===== config.mk =====
export PLATFORM = sky130hd
export DESIGN_NAME = pwm_duty_to_position_unit_flat
export DESIGN_NICKNAME = d
export VERILOG_FILES = /design/src/pdp_pkg.sv /design/src/pdp_in_if.sv /design/src/pdp_out_if.sv /design/src/pdp_edge_track.sv /design/src/pdp_serial_div.sv /design/src/pwm_duty_to_position_unit.sv /design/src/flat_wrapper.sv
export SDC_FILE = /design/constraint.sdc
export NUM_CORES = 1
export LEC_CHECK = 0
export ABC_CLOCK_PERIOD_IN_PS = 7600
export BUFFER_PORTS_ARGS = -buffer_cell sky130_fd_sc_hd__buf_2
export CAP_MARGIN = 10
export CORE_MARGIN = 2
export CORE_UTILIZATION = 50
export DETAILED_ROUTE_END_ITERATION = 8
export PLACE_DENSITY = 0.69
export SYNTH_ARGS = -nofsm -noshare
export SYNTH_HDL_FRONTEND = slang
export SYNTH_SLANG_ARGS = --single-unit

===== constraint.sdc =====
create_clock -name clk -period 7.6 [get_ports clk]
set_input_delay 0 -clock clk [delete_from_list [all_inputs] [get_ports clk]]
set_output_delay 0 -clock clk [all_outputs]
set_load 0.03 [all_outputs]

===== src/pdp_pkg.sv =====
// Package for the PWM duty-to-position unit: field widths, reset constants
// and the structs passed between the edge tracker, the serial divider and the top.
// No dependencies.
`default_nettype none

package pdp_pkg;

  localparam int COUNT_WIDTH   = 16;
  localparam int POSITION_BITS = 14;
  localparam int TIMEOUT_WIDTH = 24;

  localparam int NUM_WIDTH  = COUNT_WIDTH + POSITION_BITS;
  localparam int QCNT_WIDTH = $clog2(POSITION_BITS);

  localparam logic [TIMEOUT_WIDTH-1:0] TIMEOUT_RESET = TIMEOUT_WIDTH'(1000000);
  localparam logic [POSITION_BITS-1:0] POS_MAX       = '1;

  typedef struct packed {
    logic                   meas;
    logic                   tmo;
    logic [COUNT_WIDTH-1:0] period;
    logic [COUNT_WIDTH-1:0] high;
  } evt_t;

  typedef struct packed {
    logic                     no_signal;
    logic [POSITION_BITS-1:0] position;
    logic [COUNT_WIDTH-1:0]   period;
    logic [COUNT_WIDTH-1:0]   high;
  } res_t;

  typedef struct packed {
    logic idle;
    logic done;
  } div_stat_t;

endpackage

`default_nettype wire


===== src/pdp_in_if.sv =====
// Input channel of the PWM duty-to-position unit: one sampled pin level per word.
// Depends on nothing.
`default_nettype none

interface pdp_in_if;
  logic valid;
  logic ready;
  logic pin_level;

  modport source (output valid, output pin_level, input ready);
  modport sink   (input valid, input pin_level, output ready);
endinterface

`default_nettype wire


===== src/pdp_out_if.sv =====
// Result channel of the PWM duty-to-position unit.
// Depends on pdp_pkg for the field widths.
`default_nettype none

interface pdp_out_if;
  logic                              valid;
  logic                              ready;
  logic [pdp_pkg::POSITION_BITS-1:0] position;
  logic [pdp_pkg::COUNT_WIDTH-1:0]   period_ticks;
  logic [pdp_pkg::COUNT_WIDTH-1:0]   high_ticks;
  logic                              no_signal;

  modport source (output valid, output position, output period_ticks,
                  output high_ticks, output no_signal, input ready);
  modport sink   (input valid, input position, input period_ticks,
                  input high_ticks, input no_signal, output ready);
endinterface

`default_nettype wire


===== src/pdp_edge_track.sv =====
// Edge tracker: holds the timeout register, the tick and silence counters and
// the captured high time; flags a measurement or a timeout per accepted word.
// Depends on pdp_pkg.
`default_nettype none

module pdp_edge_track (
  input  wire logic                              clk,
  input  wire logic                              rst,
  input  wire logic                              accept,
  input  wire logic                              pin_level,
  input  wire logic                              cfg_wr_en,
  input  wire logic [pdp_pkg::TIMEOUT_WIDTH-1:0] cfg_wr_data,
  output pdp_pkg::evt_t                          evt
);

  logic [pdp_pkg::TIMEOUT_WIDTH-1:0] timeout_ticks;
  logic [pdp_pkg::COUNT_WIDTH-1:0]   edge_counter;
  logic [pdp_pkg::COUNT_WIDTH-1:0]   captured_high;
  logic                              last_level;
  logic                              armed;
  logic [pdp_pkg::TIMEOUT_WIDTH-1:0] silence_counter;

  logic                              rising;
  logic                              falling;
  logic [pdp_pkg::COUNT_WIDTH-1:0]   edge_counter_next;
  logic [pdp_pkg::TIMEOUT_WIDTH-1:0] silence_counter_next;
  logic [pdp_pkg::TIMEOUT_WIDTH-1:0] limit;
  logic                              expired;

  always_comb begin
    rising               = pin_level && !last_level;
    falling              = !pin_level && last_level;
    edge_counter_next    = edge_counter + pdp_pkg::COUNT_WIDTH'(1);
    silence_counter_next = silence_counter + pdp_pkg::TIMEOUT_WIDTH'(1);
    limit                = (timeout_ticks == '0) ? pdp_pkg::TIMEOUT_WIDTH'(1) : timeout_ticks;
    expired              = (silence_counter_next >= limit) || (silence_counter_next == '0);
    evt.meas             = accept && rising && armed;
    evt.tmo              = accept && !rising && expired;
    evt.period           = edge_counter_next;
    evt.high             = captured_high;
  end

  always_ff @(posedge clk) begin
    if (rst) begin
      timeout_ticks   <= pdp_pkg::TIMEOUT_RESET;
      edge_counter    <= '0;
      captured_high   <= '0;
      last_level      <= 1'b0;
      armed           <= 1'b0;
      silence_counter <= '0;
    end else begin
      if (cfg_wr_en) begin
        timeout_ticks <= cfg_wr_data;
      end
      if (accept) begin
        last_level <= pin_level;
        if (falling) begin
          captured_high <= edge_counter_next;
        end
        if (rising) begin
          edge_counter    <= '0;
          silence_counter <= '0;
          armed           <= 1'b1;
        end else begin
          edge_counter <= edge_counter_next;
          if (expired) begin
            silence_counter <= '0;
            armed           <= 1'b0;
          end else begin
            silence_counter <= silence_counter_next;
          end
        end
      end
    end
  end

endmodule

`default_nettype wire


===== src/pdp_serial_div.sv =====
// Bit-serial restoring divider: position = high * POS_MAX / period, one quotient
// bit per cycle from a shift register of the numerator; also stages timeout words.
// Depends on pdp_pkg.
`default_nettype none

module pdp_serial_div (
  input  wire logic       clk,
  input  wire logic       rst,
  input  wire pdp_pkg::evt_t evt,
  input  wire logic       take,
  output pdp_pkg::res_t   res,
  output pdp_pkg::div_stat_t stat
);

  localparam logic [1:0] S_IDLE = 2'd0;
  localparam logic [1:0] S_RUN  = 2'd1;
  localparam logic [1:0] S_DONE = 2'd2;

  logic [1:0]                        state;
  logic [pdp_pkg::COUNT_WIDTH-1:0]   rem;
  logic [pdp_pkg::POSITION_BITS-1:0] num_sh;
  logic [pdp_pkg::QCNT_WIDTH-1:0]    cnt;

  logic [pdp_pkg::NUM_WIDTH-1:0]     num;
  logic [pdp_pkg::COUNT_WIDTH:0]     trial;
  logic [pdp_pkg::COUNT_WIDTH:0]     diff;
  logic                              ge;
  logic [pdp_pkg::COUNT_WIDTH-1:0]   rem_next;

  always_comb begin
    num      = {evt.high, pdp_pkg::POSITION_BITS'(0)}
               - pdp_pkg::NUM_WIDTH'(evt.high);
    trial    = {rem, num_sh[pdp_pkg::POSITION_BITS-1]};
    diff     = trial - {1'b0, res.period};
    ge       = trial >= {1'b0, res.period};
    rem_next = ge ? diff[pdp_pkg::COUNT_WIDTH-1:0] : trial[pdp_pkg::COUNT_WIDTH-1:0];
    stat.idle = (state == S_IDLE);
    stat.done = (state == S_DONE);
  end

  always_ff @(posedge clk) begin
    if (rst) begin
      state <= S_IDLE;
    end else begin
      unique case (state)
        S_IDLE: begin
          if (evt.tmo) begin
            res.no_signal <= 1'b1;
            res.position  <= '0;
            res.period    <= '0;
            res.high      <= '0;
            state         <= S_DONE;
          end else if (evt.meas) begin
            res.no_signal <= 1'b0;
            res.period    <= evt.period;
            res.high      <= evt.high;
            if (evt.period == '0) begin
              res.position <= '0;
              state        <= S_DONE;
            end else if (evt.high >= evt.period) begin
              res.position <= pdp_pkg::POS_MAX;
              state        <= S_DONE;
            end else begin
              res.position <= '0;
              rem          <= num[pdp_pkg::NUM_WIDTH-1:pdp_pkg::POSITION_BITS];
              num_sh       <= num[pdp_pkg::POSITION_BITS-1:0];
              cnt          <= pdp_pkg::QCNT_WIDTH'(pdp_pkg::POSITION_BITS - 1);
              state        <= S_RUN;
            end
          end
        end
        S_RUN: begin
          rem          <= rem_next;
          num_sh       <= {num_sh[pdp_pkg::POSITION_BITS-2:0], 1'b0};
          res.position <= {res.position[pdp_pkg::POSITION_BITS-2:0], ge};
          if (cnt == '0) begin
            state <= S_DONE;
          end else begin
            cnt <= cnt - pdp_pkg::QCNT_WIDTH'(1);
          end
        end
        S_DONE: begin
          if (take) begin
            state <= S_IDLE;
          end
        end
        default: begin
          state <= S_IDLE;
        end
      endcase
    end
  end

endmodule

`default_nettype wire


===== src/pwm_duty_to_position_unit.sv =====
// Top level of the PWM duty-to-position unit: edge tracker, serial divider and
// output register. Depends on pdp_pkg, pdp_in_if, pdp_out_if, pdp_edge_track
// and pdp_serial_div.
//
// Usage: feed one sampled pin level per word on the sample channel. Each
// rising edge after the first yields a result word with the period, the high
// time and position = high * 16383 / period (saturated, 0 for a zero period).
// When timeout_ticks words (at least one) pass with no rising edge, a no-signal
// word with zero fields is produced instead; the next rising edge only re-arms.
// cfg_wr_en/cfg_wr_data write timeout_ticks. Flow: a word that makes no result
// leaves sample.ready high, so the next word can be taken at once. A saturated,
// zero-period or timeout result holds sample.ready low until the output
// register takes it; a measurement that needs a real division also holds it
// low while the serial divider produces one quotient bit per cycle.
// Reset: rst clears all counters, disarms the tracker, loads timeout_ticks
// with 1000000 and empties the output register.
// Stall: a stalled result holds in the output register while further sample
// words are taken; the next result waits in the divider stage and then
// sample.ready drops until the output register frees.
`default_nettype none

module pwm_duty_to_position_unit (
  input  wire logic                              clk,
  input  wire logic                              rst,
  pdp_in_if.sink                                 sample,
  pdp_out_if.source                              result,
  input  wire logic                              cfg_wr_en,
  input  wire logic [pdp_pkg::TIMEOUT_WIDTH-1:0] cfg_wr_data
);

  pdp_pkg::evt_t      evt;
  pdp_pkg::res_t      res;
  pdp_pkg::div_stat_t stat;
  logic               accept;
  logic               take;
  logic               out_valid;

  assign sample.ready = stat.idle;
  assign accept       = sample.valid && stat.idle;
  assign take         = stat.done && (!out_valid || result.ready);
  assign result.valid = out_valid;

  pdp_edge_track u_track (
    .clk         (clk),
    .rst         (rst),
    .accept      (accept),
    .pin_level   (sample.pin_level),
    .cfg_wr_en   (cfg_wr_en),
    .cfg_wr_data (cfg_wr_data),
    .evt         (evt)
  );

  pdp_serial_div u_div (
    .clk  (clk),
    .rst  (rst),
    .evt  (evt),
    .take (take),
    .res  (res),
    .stat (stat)
  );

  always_ff @(posedge clk) begin
    if (rst) begin
      out_valid <= 1'b0;
    end else if (take) begin
      out_valid <= 1'b1;
    end else if (result.ready) begin
      out_valid <= 1'b0;
    end
  end

  always_ff @(posedge clk) begin
    if (take) begin
      result.position     <= res.position;
      result.period_ticks <= res.period;
      result.high_ticks   <= res.high;
      result.no_signal    <= res.no_signal;
    end
  end

endmodule

`default_nettype wire


===== src/flat_wrapper.sv =====
// flat-port wrapper written by rule: the top's interface ports become plain ports
module pwm_duty_to_position_unit_flat 
  (clk, rst, cfg_wr_en, cfg_wr_data, sample_valid, sample_pin_level, sample_ready, result_valid, result_position, result_period_ticks, result_high_ticks, result_no_signal, result_ready);
  pdp_in_if sample_i ();
  pdp_out_if result_i ();
  input  wire logic clk;
  input  wire logic rst;
  input  wire logic cfg_wr_en;
  input  wire logic [pdp_pkg::TIMEOUT_WIDTH-1:0] cfg_wr_data;
  input wire logic [$bits(sample_i.valid)-1:0] sample_valid;
  input wire logic [$bits(sample_i.pin_level)-1:0] sample_pin_level;
  output wire logic [$bits(sample_i.ready)-1:0] sample_ready;
  output wire logic [$bits(result_i.valid)-1:0] result_valid;
  output wire logic [$bits(result_i.position)-1:0] result_position;
  output wire logic [$bits(result_i.period_ticks)-1:0] result_period_ticks;
  output wire logic [$bits(result_i.high_ticks)-1:0] result_high_ticks;
  output wire logic [$bits(result_i.no_signal)-1:0] result_no_signal;
  input wire logic [$bits(result_i.ready)-1:0] result_ready;
  assign sample_i.valid = sample_valid;
  assign sample_i.pin_level = sample_pin_level;
  assign sample_ready = sample_i.ready;
  assign result_valid = result_i.valid;
  assign result_position = result_i.position;
  assign result_period_ticks = result_i.period_ticks;
  assign result_high_ticks = result_i.high_ticks;
  assign result_no_signal = result_i.no_signal;
  assign result_i.ready = result_ready;
  pwm_duty_to_position_unit u_core (.clk(clk), .rst(rst), .sample(sample_i), .result(result_i), .cfg_wr_en(cfg_wr_en), .cfg_wr_data(cfg_wr_data));
endmodule

==> metrics.txt <==
Cell Pwr Density 213.4 nW/um2; DP Worst Slack 2960 ps; share of cells above drive strength 1 0.1179; First-pass DRT Iterations 5; EDFF count, synth 128; fin nets 1315; CTS Buffer Depth 3; # resized after CTS 0; final hold vios 0; most frequent cells in the layout 167 x nor2_1, 128 x edfxtp_1, 85 x dfxtp_1; Die ar. 23880 um2; Leak 5.105 nW; register area share after synthesis 0.4895; Post-synth ARST share 0; ys flop type edfxtp_1; Final Setup Violations 0; Period Utilization, post-route 0.6163; clk sinks 213; FILL cells 1952; clock skew 23.40 ps; Root Buffer clkbuf_16; Die Ht 154.5 um; largest net degree at the start of global routing 82; I/O Pins 79; routed length on met1 11770 um; Gate Count Post-Synth 1149; Max FO, Critical Path 38; Overall Global Routing Usage 0.2114; Mapped Nets 1243; drt drc 0; setup fix buffers added after clock tree synthesis 0; Yosys Warn Count 0; Peak VDD IR 131.7 uV; Slew Limit Headroom 0.2592; Netlist cell types 67; Final GP Congestion 0.8995; area delta synth->final 14.06%; initial core utilization 0.5050; commonest non-fill, non-tap cell in the layout nor2_1; CTS tree yes; Seq cells post-synth 213; Worst Hold Class input port to register; final worst setup slack 2916 ps; crit start category register; first-pass GRT wire length 41320 um; CTS Hold Bufs 26; Final Util 0.5760; CTS clock-pin slew for the worst setup and hold paths 60 ps; status complete, no violations; Netlist Area Pre-Place 11330 um2; routed len/inst 16.65 um; RSZ-0062 raised after global routing no; 1st-iter DRT viols 703; PortBufs 78; Pins Over Slew Limit 0; clock latency on the worst-skew pair 520 ps; worst slew pin tran 1111 ps; HPWL after detailed placement 17790 um; Synth Area per Inst 9.859 um2; Worst Setup End Kind register; initial antenna violation count 0; Via Count 8533; DIE WIDTH 154.5 um; Top Metal Used met4; vias in the first global route 8218; Vias/cell 5.603; Routed Antenna Nets 0; met3 wire length 1413 um; max_cap viols 0; core box area 22430 um2; TNS Setup 0 ps; H-tree depth 1; Req. time, crit path 7750 ps; min cycle time layout 4684 ps; Arr. time, crit path 4830 ps; Post-Route WL 25350 um; Rows 55; kind of critical path register to register; final global-route overflow total 0; WL met2 11770 um; number of buffers created by CTS 23; diode count 0; Fmax 213.5 MHz
-- layout make-up --
type / count / area, um2 / area share
clock inverters: 10 / 143.9 / 0.01114
inverters: 64 / 240.2 / 0.01859
flip-flops and latches: 213 / 5545 / 0.4292
clock buffers: 32 / 629.4 / 0.04871
multi-input cells: 805 / 5280 / 0.4086
well taps: 285 / 356.6 / 0.02760
repair buffers: 114 / 725.7 / 0.05616
-- routing by layer --
metal | vias up | GRT usage
li1 | 4231 | -
met1 | 4031 | 0.3004
met2 | 238 | 0.3461
met3 | 33 | 0.02942
met4 | 0 | 0.04806
met5 | - | 0
-- worst max-delay path, stage by stage (launching register included) --
cell,delay (ps)
dfxtp_1,510
nand4_4,200
or2_1,370
or3_1,410
nor3_1,370
xor2_1,130
ha_1,320
nand3_1,90
or3_1,390
a21oi_1,250
nor2_1,100
a21oi_2,130
buf_4,390
o31a_1,630
-- registers in the layout, summed over array words and instances, names as in the netlist --
signal                          count
u_core.u_div.res                   47
u_core.u_track.silence_counter     24
u_core.u_track.timeout_ticks       24
u_core.result.high_ticks           16
u_core.result.period_ticks         16
u_core.u_div.rem                   16
u_core.u_track.captured_high       16
u_core.u_track.edge_counter        16
u_core.result.position             14
u_core.u_div.num_sh                14
u_core.u_div.cnt                    4
u_core.u_div.state                  2
u_core.result.no_signal             1
u_core.result.valid                 1
u_core.u_track.armed                1
u_core.u_track.last_level           1
-- synth_stat cells (8+ instances only) --
cell type | n | area, um2
o21ai_0 | 27 | 135.1
a21o_1 | 22 | 165.2
a21oi_1 | 68 | 340.3
mux2i_1 | 28 | 280.3
edfxtp_1 | 128 | 3844
dfxtp_1 | 85 | 1702
nand4_1 | 10 | 62.56
nand2_1 | 68 | 255.2
nor3_1 | 28 | 140.1
nand2b_1 | 8 | 50.05
xor2_1 | 28 | 245.2
nor4_1 | 14 | 87.58
inv_1 | 64 | 240.2
nor2b_1 | 21 | 131.4
clkbuf_1 | 48 | 180.2
buf_1 | 8 | 30.03
xnor2_1 | 53 | 464.2
nor2_1 | 168 | 630.6
or2_2 | 9 | 56.30
and2_1 | 9 | 56.30
ha_1 | 63 | 788.3
a211oi_1 | 26 | 195.2
a22oi_1 | 15 | 112.6
or3_1 | 12 | 75.07
o211ai_1 | 11 | 82.58
nand3_1 | 34 | 170.2
-- stage by stage --
step	hold WS [ps]	power, mW	cells	cell area (um2)
finish	40.53	2.758	1523	12920
global route	45.87	2.870	1523	12920
CTS	13.95	2.782	1523	12920
detailed placement	225.7	1.637	1455	11890
global placement	222.7	1.629	1455	11890
floorplan	130.4	1.557	1149	11330
-- power by group --
part           leakage [nW]  switching (mW)  internal [mW]
sequential             1.86          0.0229           1.27
clock                 0.374           0.448          0.686
combinational          2.87           0.194          0.135
total                  5.11           0.665           2.09
-- path summary, 6_finish.rpt --
check             cells past startpoint                          end                         startpoint  slack [ps]
hold / removal                        4    u_core.u_track.last_level                       sample_valid          40
hold reg to reg                       0  u_core.result.high_ticks[9]                u_core.u_div.res[9]         410
setup reg to reg                     13         u_core.u_div.res[40]  u_core.u_track.silence_counter[3]        2920
setup / recovery                     13         u_core.u_div.res[40]  u_core.u_track.silence_counter[3]        2920
-- logic make-up (layout without fill, tap and decap cells) --
family | count (synthesis) | count (layout) | share of synthesized area
and+or+nand+nor | 418 | 418 | 0.1788
AOI/OAI and AO/OA | 214 | 214 | 0.1262
DFF | 213 | 213 | 0.4895
buffers and inverters | 131 | 220 | 0.04672
xor gates and xnor gates | 81 | 81 | 0.06263
adders and majority gates | 64 | 64 | 0.07135
muxes | 28 | 28 | 0.02474
No activity file was read; power rests on OpenSTA's default activity.
